### config.mk
export PLATFORM = sky130hd
export DESIGN_NAME = versatile_interface_adapter_core
export DESIGN_NICKNAME = d
export VERILOG_FILES = /design/src/rtl/via_pkg.sv /design/src/rtl/versatile_interface_adapter_core.sv
export VERILOG_INCLUDE_DIRS = /design/src /design/src/rtl
export SDC_FILE = /design/constraint.sdc
export NUM_CORES = 1
export LEC_CHECK = 0
export BUFFER_PORTS_ARGS = -buffer_cell sky130_fd_sc_hd__buf_4
export CAP_MARGIN = 0
export CELL_PAD_IN_SITES_DETAIL_PLACEMENT = 1
export CELL_PAD_IN_SITES_GLOBAL_PLACEMENT = 2
export CORE_UTILIZATION = 39
export CTS_CLUSTER_SIZE = 25
export DETAILED_ROUTE_END_ITERATION = 8
export GPL_ROUTABILITY_DRIVEN = 0
export MAX_ROUTING_LAYER = met4
export PLACE_DENSITY_LB_ADDON = 0.1
export SETUP_SLACK_MARGIN = 0.02
export SLEW_MARGIN = 20
export SYNTH_ARGS = -nofsm -noshare
export SYNTH_HDL_FRONTEND = slang
export SYNTH_SLANG_ARGS = --single-unit
### constraint.sdc
create_clock -name clk -period 7.27 [get_ports clk]
set_input_delay 0.727 -clock clk [delete_from_list [all_inputs] [get_ports clk]]
set_output_delay 0.727 -clock clk [all_outputs]
set_load 0.02 [all_outputs]
### src/rtl/versatile_interface_adapter_core_defines.svh
// Assertion macros for the interface adapter core.
// Used by the top level only; no dependencies.
`ifndef VERSATILE_INTERFACE_ADAPTER_CORE_DEFINES_SVH
`define VERSATILE_INTERFACE_ADAPTER_CORE_DEFINES_SVH
`define VIA_ASSERT_IMPL(lbl, a, c) \
  lbl: assert property (@(posedge clk) disable iff (!rst_n) (a) |-> (c)) \
    else $error("via check failed");
`define VIA_ASSERT_NEXT(lbl, a, c) \
  lbl: assert property (@(posedge clk) disable iff (!rst_n) (a) |=> (c)) \
    else $error("via check failed");
`endif

### src/rtl/via_pkg.sv
// Shared types and constants for the interface adapter core.
// No dependencies.
package via_pkg;
  typedef enum logic [1:0] {
    MODE_READ = 2'd0, MODE_WRITE = 2'd1, MODE_TICK = 2'd2, MODE_EDGE = 2'd3
  } mode_t;
  localparam logic [3:0] R_ORB = 4'd0, R_ORA = 4'd1, R_DDRB = 4'd2, R_DDRA = 4'd3,
    R_T1CL = 4'd4, R_T1CH = 4'd5, R_T1LL = 4'd6, R_T1LH = 4'd7, R_T2L = 4'd8,
    R_T2H = 4'd9, R_SR = 4'd10, R_ACR = 4'd11, R_PCR = 4'd12, R_IFR = 4'd13,
    R_IER = 4'd14, R_ORA_NH = 4'd15;
  localparam logic [1:0] L_CA1 = 2'd0, L_CA2 = 2'd1, L_CB1 = 2'd2, L_CB2 = 2'd3;
  localparam int F_CA2 = 0, F_CA1 = 1, F_CB2 = 3, F_CB1 = 4, F_T2 = 5, F_T1 = 6;
  localparam logic [16:0] T1_MINUS_ONE = 17'h1ffff;
endpackage

### src/rtl/versatile_interface_adapter_core.sv
// Interface adapter core: a 6522-style adapter with ports, timers and interrupts.
// Depends on via_pkg and versatile_interface_adapter_core_defines.svh.
//
// One item (bus read, bus write, tick or control edge) is accepted per cycle;
// its result appears in the output register in the next cycle, and the next
// item is taken only while the output register is free or being emptied.
// All state updates happen in the single accepting cycle.
`include "versatile_interface_adapter_core_defines.svh"
module versatile_interface_adapter_core (
  input  logic       clk,
  input  logic       rst_n,
  input  logic       in_valid,
  output logic       in_ready,
  input  logic [1:0] in_mode,
  input  logic [3:0] in_reg_addr,
  input  logic [7:0] in_write_data,
  input  logic [7:0] in_port_a_pins,
  input  logic [7:0] in_port_b_pins,
  input  logic [1:0] in_edge_line,
  input  logic       in_edge_rising,
  output logic       out_valid,
  input  logic       out_ready,
  output logic [7:0] out_read_data,
  output logic       out_irq,
  output logic [7:0] out_port_a_drive,
  output logic [7:0] out_port_b_drive,
  output logic       out_ca2_level,
  output logic       out_cb2_level,
  output logic       out_pb7_level
);
  import via_pkg::*;

  logic [7:0] ora_r, ddra_r, orb_r, ddrb_r, sr_r, acr_r, pcr_r;
  logic [15:0] t1l_r;
  logic [16:0] t1c_r, t2c_r;
  logic [7:0] t2ll_r;
  logic t1a_r, t2a_r, ca2_r, cb2_r, pb7_r;
  logic [6:0] ifr_r, ier_r;
  logic [7:0] ora_nxt, ddra_nxt, orb_nxt, ddrb_nxt, sr_nxt, acr_nxt, pcr_nxt;
  logic [15:0] t1l_nxt;
  logic [16:0] t1c_nxt, t2c_nxt;
  logic [7:0] t2ll_nxt, rd_nxt, bdrv;
  logic t1a_nxt, t2a_nxt, ca2_nxt, cb2_nxt, pb7_nxt;
  logic [6:0] ifr_nxt, ier_nxt;
  logic acc;
  logic ovalid_r;

  assign in_ready = !ovalid_r || out_ready;
  assign acc = in_valid && in_ready;
  assign out_valid = ovalid_r;

  always_comb begin
    logic [7:0] pbv;
    ora_nxt = ora_r; ddra_nxt = ddra_r; orb_nxt = orb_r; ddrb_nxt = ddrb_r;
    sr_nxt = sr_r; acr_nxt = acr_r; pcr_nxt = pcr_r; t1l_nxt = t1l_r;
    t1c_nxt = t1c_r; t2c_nxt = t2c_r; t2ll_nxt = t2ll_r; t1a_nxt = t1a_r;
    t2a_nxt = t2a_r; ca2_nxt = ca2_r; cb2_nxt = cb2_r; pb7_nxt = pb7_r;
    ifr_nxt = ifr_r; ier_nxt = ier_r; rd_nxt = 8'h00;
    pbv = (in_port_b_pins & ~ddrb_r) | (orb_r & ddrb_r);
    if (acr_r[7]) pbv[7] = pb7_r;
    unique case (mode_t'(in_mode))
      MODE_READ: begin
        unique case (in_reg_addr)
          R_ORB: begin
            rd_nxt = pbv; ifr_nxt[F_CB1] = 1'b0;
            if ((pcr_r & 8'ha0) != 8'h20) ifr_nxt[F_CB2] = 1'b0;
          end
          R_ORA: begin
            rd_nxt = in_port_a_pins; ifr_nxt[F_CA1] = 1'b0;
            if ((pcr_r & 8'h0a) != 8'h02) ifr_nxt[F_CA2] = 1'b0;
            if ((pcr_r & 8'h0c) == 8'h08) ca2_nxt = 1'b0;
          end
          R_DDRB: rd_nxt = ddrb_r;
          R_DDRA: rd_nxt = ddra_r;
          R_T1CL: begin rd_nxt = t1c_r[7:0]; ifr_nxt[F_T1] = 1'b0; end
          R_T1CH: rd_nxt = t1c_r[15:8];
          R_T1LL: rd_nxt = t1l_r[7:0];
          R_T1LH: rd_nxt = t1l_r[15:8];
          R_T2L: begin rd_nxt = t2c_r[7:0]; ifr_nxt[F_T2] = 1'b0; end
          R_T2H: rd_nxt = t2c_r[15:8];
          R_SR: rd_nxt = sr_r;
          R_ACR: rd_nxt = acr_r;
          R_PCR: rd_nxt = pcr_r;
          R_IFR: rd_nxt = {|(ifr_r & ier_r), ifr_r};
          R_IER: rd_nxt = {1'b1, ier_r};
          default: rd_nxt = in_port_a_pins;
        endcase
      end
      MODE_WRITE: begin
        unique case (in_reg_addr)
          R_ORB: begin
            ifr_nxt[F_CB1] = 1'b0;
            if ((pcr_r & 8'ha0) != 8'h20) ifr_nxt[F_CB2] = 1'b0;
            if ((pcr_r & 8'hc0) == 8'h80) cb2_nxt = 1'b0;
            orb_nxt = in_write_data;
          end
          R_ORA: begin
            ifr_nxt[F_CA1] = 1'b0;
            if ((pcr_r & 8'h0a) != 8'h02) ifr_nxt[F_CA2] = 1'b0;
            if ((pcr_r & 8'h0c) == 8'h08) ca2_nxt = 1'b0;
            ora_nxt = in_write_data;
          end
          R_DDRB: ddrb_nxt = in_write_data;
          R_DDRA: ddra_nxt = in_write_data;
          R_T1CL, R_T1LL: t1l_nxt[7:0] = in_write_data;
          R_T1CH: begin
            t1l_nxt[15:8] = in_write_data;
            t1c_nxt = {1'b0, in_write_data, t1l_r[7:0]};
            t1a_nxt = 1'b1; pb7_nxt = 1'b0; ifr_nxt[F_T1] = 1'b0;
          end
          R_T1LH: begin t1l_nxt[15:8] = in_write_data; ifr_nxt[F_T1] = 1'b0; end
          R_T2L: t2ll_nxt = in_write_data;
          R_T2H: begin
            t2c_nxt = {1'b0, in_write_data, t2ll_r};
            t2a_nxt = 1'b1; ifr_nxt[F_T2] = 1'b0;
          end
          R_SR: sr_nxt = in_write_data;
          R_ACR: begin
            if (in_write_data[7] && !acr_r[7]) pb7_nxt = 1'b1;
            acr_nxt = in_write_data;
          end
          R_PCR: begin
            ca2_nxt = !((in_write_data & 8'h0e) == 8'h0c);
            cb2_nxt = !((in_write_data & 8'he0) == 8'hc0);
            pcr_nxt = in_write_data;
          end
          R_IFR: ifr_nxt = ifr_r & ~in_write_data[6:0];
          R_IER: begin
            if (in_write_data[7]) ier_nxt = ier_r | in_write_data[6:0];
            else ier_nxt = ier_r & ~in_write_data[6:0];
          end
          default: ora_nxt = in_write_data;
        endcase
      end
      MODE_TICK: begin
        if (t1c_r == 17'd0) begin
          t1c_nxt = T1_MINUS_ONE;
          if (t1a_r) begin
            ifr_nxt[F_T1] = 1'b1;
            if (acr_r[6]) pb7_nxt = !pb7_r;
            else begin pb7_nxt = 1'b1; t1a_nxt = 1'b0; end
          end
        end else if (t1c_r == T1_MINUS_ONE) begin
          t1c_nxt = acr_r[6] ? {1'b0, t1l_r} : 17'h0fffe;
        end else begin
          t1c_nxt = {1'b0, t1c_r[15:0] - 16'd1};
        end
        if (t2c_r == 17'd0 && t2a_r) begin
          ifr_nxt[F_T2] = 1'b1; t2a_nxt = 1'b0;
        end
        t2c_nxt = {1'b0, t2c_r[15:0] - 16'd1};
        if ((pcr_r & 8'h0e) == 8'h0a) ca2_nxt = 1'b1;
        if ((pcr_r & 8'he0) == 8'ha0) cb2_nxt = 1'b1;
      end
      default: begin
        unique case (in_edge_line)
          L_CA1: if (in_edge_rising == pcr_r[0]) begin
            if ((pcr_r & 8'h0e) == 8'h08) ca2_nxt = 1'b1;
            ifr_nxt[F_CA1] = 1'b1;
          end
          L_CA2: if (!pcr_r[3] && in_edge_rising == pcr_r[2]) ifr_nxt[F_CA2] = 1'b1;
          L_CB1: if (in_edge_rising == pcr_r[4]) begin
            if ((pcr_r & 8'he0) == 8'h80) cb2_nxt = 1'b1;
            ifr_nxt[F_CB1] = 1'b1;
          end
          default: if (!pcr_r[7] && in_edge_rising == pcr_r[6]) ifr_nxt[F_CB2] = 1'b1;
        endcase
      end
    endcase
    bdrv = orb_nxt | ~ddrb_nxt;
    if (acr_nxt[7]) bdrv[7] = pb7_nxt;
  end

  always_ff @(posedge clk) begin
    if (!rst_n) begin
      ora_r <= 8'h00; ddra_r <= 8'h00; orb_r <= 8'h00; ddrb_r <= 8'h00;
      sr_r <= 8'h00; acr_r <= 8'h00; pcr_r <= 8'h00; t1l_r <= 16'hffff;
      t1c_r <= 17'h0ffff; t2c_r <= 17'h0ffff; t2ll_r <= 8'hff; t1a_r <= 1'b0;
      t2a_r <= 1'b0; ca2_r <= 1'b1; cb2_r <= 1'b1; pb7_r <= 1'b0;
      ifr_r <= 7'h00; ier_r <= 7'h00; ovalid_r <= 1'b0;
    end else begin
      if (acc) begin
        ora_r <= ora_nxt; ddra_r <= ddra_nxt; orb_r <= orb_nxt; ddrb_r <= ddrb_nxt;
        sr_r <= sr_nxt; acr_r <= acr_nxt; pcr_r <= pcr_nxt; t1l_r <= t1l_nxt;
        t1c_r <= t1c_nxt; t2c_r <= t2c_nxt; t2ll_r <= t2ll_nxt; t1a_r <= t1a_nxt;
        t2a_r <= t2a_nxt; ca2_r <= ca2_nxt; cb2_r <= cb2_nxt; pb7_r <= pb7_nxt;
        ifr_r <= ifr_nxt; ier_r <= ier_nxt;
      end
      if (acc) ovalid_r <= 1'b1;
      else if (out_ready) ovalid_r <= 1'b0;
    end
  end

  // Result payload is captured with each accepted word.
  always_ff @(posedge clk) begin
    if (acc) begin
      out_read_data <= rd_nxt;
      out_irq <= |(ifr_nxt & ier_nxt);
      out_port_a_drive <= ora_nxt | ~ddra_nxt;
      out_port_b_drive <= bdrv;
      out_ca2_level <= ca2_nxt;
      out_cb2_level <= cb2_nxt;
      out_pb7_level <= pb7_nxt;
    end
  end

  `VIA_ASSERT_IMPL(a_stall_holds, out_valid && !out_ready, !in_ready)
  `VIA_ASSERT_NEXT(a_acc_gives_out, acc, out_valid)
  `VIA_ASSERT_NEXT(a_irq_matches, acc, out_irq == (|(ifr_r & ier_r)))
endmodule
==> reports/qor_table.md <==
| Parameter | This run |
|---|---|
| CTS H-tree depth | 4 |
| Post-CTS Setup Repair Bufs | 0 |
| Post-DRT Antenna Nets | 0 |
| Maximum number of pins on one net before global-route repair | 79 |
| Reg2Reg Capture Point | sr_r[4] |
| Most used flip-flop cell after synthesis | sky130_fd_sc_hd__dfxtp_1 |
| Leakage Power | 3.90 nW |
| Overall overflow remaining after global route | 0 |
| Summed negative setup slack over all endpoints | 0 ns |
| Antenna violations before repair | 3 |
| Hold Path Class | reg -> reg |
| Average via count per standard cell | 6.14 |
| Count of fill cells added during filler insertion | 2796 |
| Synthesized instance count | 1150 |
| Clock-pin transition on the worst setup and hold timing paths | 0.07 ns |
| Routed WL per cell | 25.4 um |
| Number of non-filler instances in the completed layout | 1476 |
| Total Wirelength | 37500 um |
| Most used cells in the layout excluding fill and tap cells | 194 x sky130_fd_sc_hd__nand2_1, 133 x sky130_fd_sc_hd__dfxtp_1, 98 x sky130_fd_sc_hd__nor2_1, 96 x sky130_fd_sc_hd__a21oi_1, 74 x sky130_fd_sc_hd__buf_4 |
| Number of buffer cells added on primary ports | 66 |
| Count of different cell masters after synthesis | 81 |
| Count of nets after finishing | 1196 |
| Total core area | 22800 sq um |
| Chip width | 155 um |
| Cell area power density | 208 nW/um^2 |
| Vias in the first global route | 8761 |
| Mean instance size in the synthesized netlist | 7.97 sq um |
| Worst hold start | ora_r[1] |
| Peak ir drop on the vdd network | 102 uV |
| TritonCTS sink count | 161 |
| Layout Cell Area excl Fill | 10300 sq um |
| Run status | complete, no violations |
| Number of remaining DRC errors | 0 |
| Detailed-route via count | 9062 |
| Reported max-cap violation count | 0 |
| Number of antenna diodes | 0 |
| GR met2 Demand/Resource | 50.1% |
| Worst endpoint data arrival time | 3.51 ns |
| Number of clock buffers inserted by TritonCTS | 17 |
| Share of synthesized registers carrying an async set or reset | 0% |
| Final core area utilization | 45.2% |
| WHS Endpoint | ora_r[1] |
| Depth of the worst hold-timing path | 2 |
| CP endpoint kind | flip-flop |
| Multi-input gate area in the final layout | 5190 sq um |
| Worst hold slack | 0.463 ns |
| Worst r2r src | out_valid |
| Final Cycle Share | 44.3% |
| Share of the yosys chip area belonging to registers | 38.2% |
| Critical path startpoint category | primary input |
| Worst Reg-to-Reg Cells | 7 |
| Number of DRC markers after the initial detailed-route iteration | 811 |
| Minimum clock period after layout | 3.22 ns |
| Synthesis-stage register bit count | 161 |
| Final count of hold timing violations | 0 |
| Busiest layer in global routing | met2 |
| Height of the die | 155 um |
| Flip-flop and latch area | 3500 sq um |
| Pre-Repair DR Iteration Count | 5 |
| Max Slew Vio Count | 0 |
| Data required, critical path | 7.55 ns |
| Relative max-transition margin | 31.4% |
| Final HPWL DP | 25400 um |
| Site Rows | 55 |
| Cell Count Post-Placement | 1444 |
| CTS Hold Bufs | 0 |
| Pin slew with the least headroom to its limit | 1.03 ns |
| Post-placement cell area | 9720 sq um |
| Setup repair after global routing missed its margin | false |
| Register-to-register setup slack | 4.13 ns |
| Synth Cell Area | 9170 sq um |
| Peak fanout along the critical path | 30 |
| Top-level I/O count | 67 |
| Clock tree from TritonCTS | yes |
| First-pass GRT wire length | 56700 um |
| Fraction of layout cells with a size suffix above 1 | 11.4% |
| Number of synthesized flops with an enable pin | 28 |
| Achievable frequency | 0.310 GHz |
| Most common cell after layout, fill and taps aside | sky130_fd_sc_hd__nand2_1 |
| Yosys warnings | 0 |
| Met1 usage in global routing | 43.5% |
| Number of gates resized after cts | 0 |
| Post-Synthesis Net Count | 1196 |
| Maximum count of clock buffers along a single path | 2 |
| Fin Clk Skew | 0.0108 ns |
| Met3 Usage GRT | 4.87% |
| Final setup vio count | 0 |
| Area of the die | 24100 sq um |
| Global-route usage over all layers | 32.5% |
| Effective utilization at floorplan | 40.1% |
| Clock tree root buffer cell | sky130_fd_sc_hd__clkbuf_16 |
| Relative area change from synthesis to final layout | 12.5% |
| Critical path class | in -> reg |
| Clock Latency Late Sink | 0.44 ns |
## logic make-up after synthesis
group           after synthesis  synth area share [%]
fa+ha+maj                     9                  1.23
flops                       161                  38.2
compound gates              314                  22.2
buf+inv                     113                  5.19
xor+xnor                     17                  1.62
simple gates                475                  24.7
mux                          61                  6.88
## final cells by class
type                    count  area share [%]
repair buffers             74            5.39
well taps                 313            3.80
inverters                  20           0.728
flip-flops and latches    161            34.0
clock inverters            15            1.65
multi-input cells         876            50.4
clock buffers              17            4.12
## layer usage
metal  vias up  part of all wire, %
met5         -                    0
li1       4180                    -
met3        53                  5.9
met4         0                  2.6
met1      4505                   45
met2       324                   46
## power breakdown
group,switching (mW),leakage (nW),total [mW],internal (mW)
logic,0.169,2.30,0.245,0.0767
registers,0.0241,1.31,0.949,0.925
clock network,0.429,0.289,0.948,0.518
total,0.622,3.90,2.14,1.52
## synthesized netlist by cell type, drive strengths merged (16+ instances only)
| cell type | number | area share, % |
|---|---|---|
| o211ai | 30 | 2.5 |
| nor3 | 26 | 1.5 |
| a31oi | 16 | 1.1 |
| clkbuf | 62 | 2.6 |
| dfxtp | 133 | 29 |
| mux2i | 54 | 5.9 |
| a22oi | 21 | 1.7 |
| nand3 | 46 | 2.5 |
| nand2b | 17 | 1.2 |
| a21oi | 96 | 5.2 |
| nor2 | 99 | 4.1 |
| o21ai | 60 | 3.3 |
| edfxtp | 28 | 9.2 |
| inv | 19 | 0.78 |
| buf | 31 | 1.8 |
| nand2 | 195 | 8.0 |
## per-stage QoR
stage	setup slack, ns	power, mW
2_1_floorplan	4.27	1.11
3_3_place_gp	3.76	1.21
3_5_place_dp	3.62	1.21
4_1_cts	4.05	2.16
5_1_grt	3.77	2.21
6_report	4.05	2.14
## worst max-delay path by stage
stage          startpoint        to  cells past startpoint
2_1_floorplan   out_ready  ifr_r[6]                      6
3_3_place_gp    out_ready   sr_r[6]                      8
3_5_place_dp    out_ready   sr_r[0]                      8
4_1_cts         out_ready   sr_r[4]                      8
5_1_grt         out_ready   sr_r[2]                      8
6_report        out_ready   sr_r[4]                      8
## state kept, by name (all words and copies together), names as in the netlist, 7 cells and up
| name | count |
|---|---|
| acr_r | 8 |
| ddra_r | 8 |
| ddrb_r | 8 |
| ier_r | 7 |
| ifr_r | 7 |
| ora_r | 8 |
| orb_r | 8 |
| out_port_a_drive | 8 |
| out_port_b_drive | 8 |
| out_read_data | 8 |
| pcr_r | 8 |
| sr_r | 8 |
| t1c_r | 17 |
| t1l_r | 16 |
| t2c_r | 16 |
| t2ll_r | 8 |
## critical path, stage by stage
cell                       delay [ns]
sky130_fd_sc_hd__buf_4           0.07
sky130_fd_sc_hd__nand2b_1        0.13
sky130_fd_sc_hd__nand2_1         0.46
sky130_fd_sc_hd__inv_2           0.70
sky130_fd_sc_hd__buf_4           0.45
sky130_fd_sc_hd__nand4_1         0.54
sky130_fd_sc_hd__mux2i_1         0.34
sky130_fd_sc_hd__nor2_1          0.07
Power figures use the tool's default switching activity.
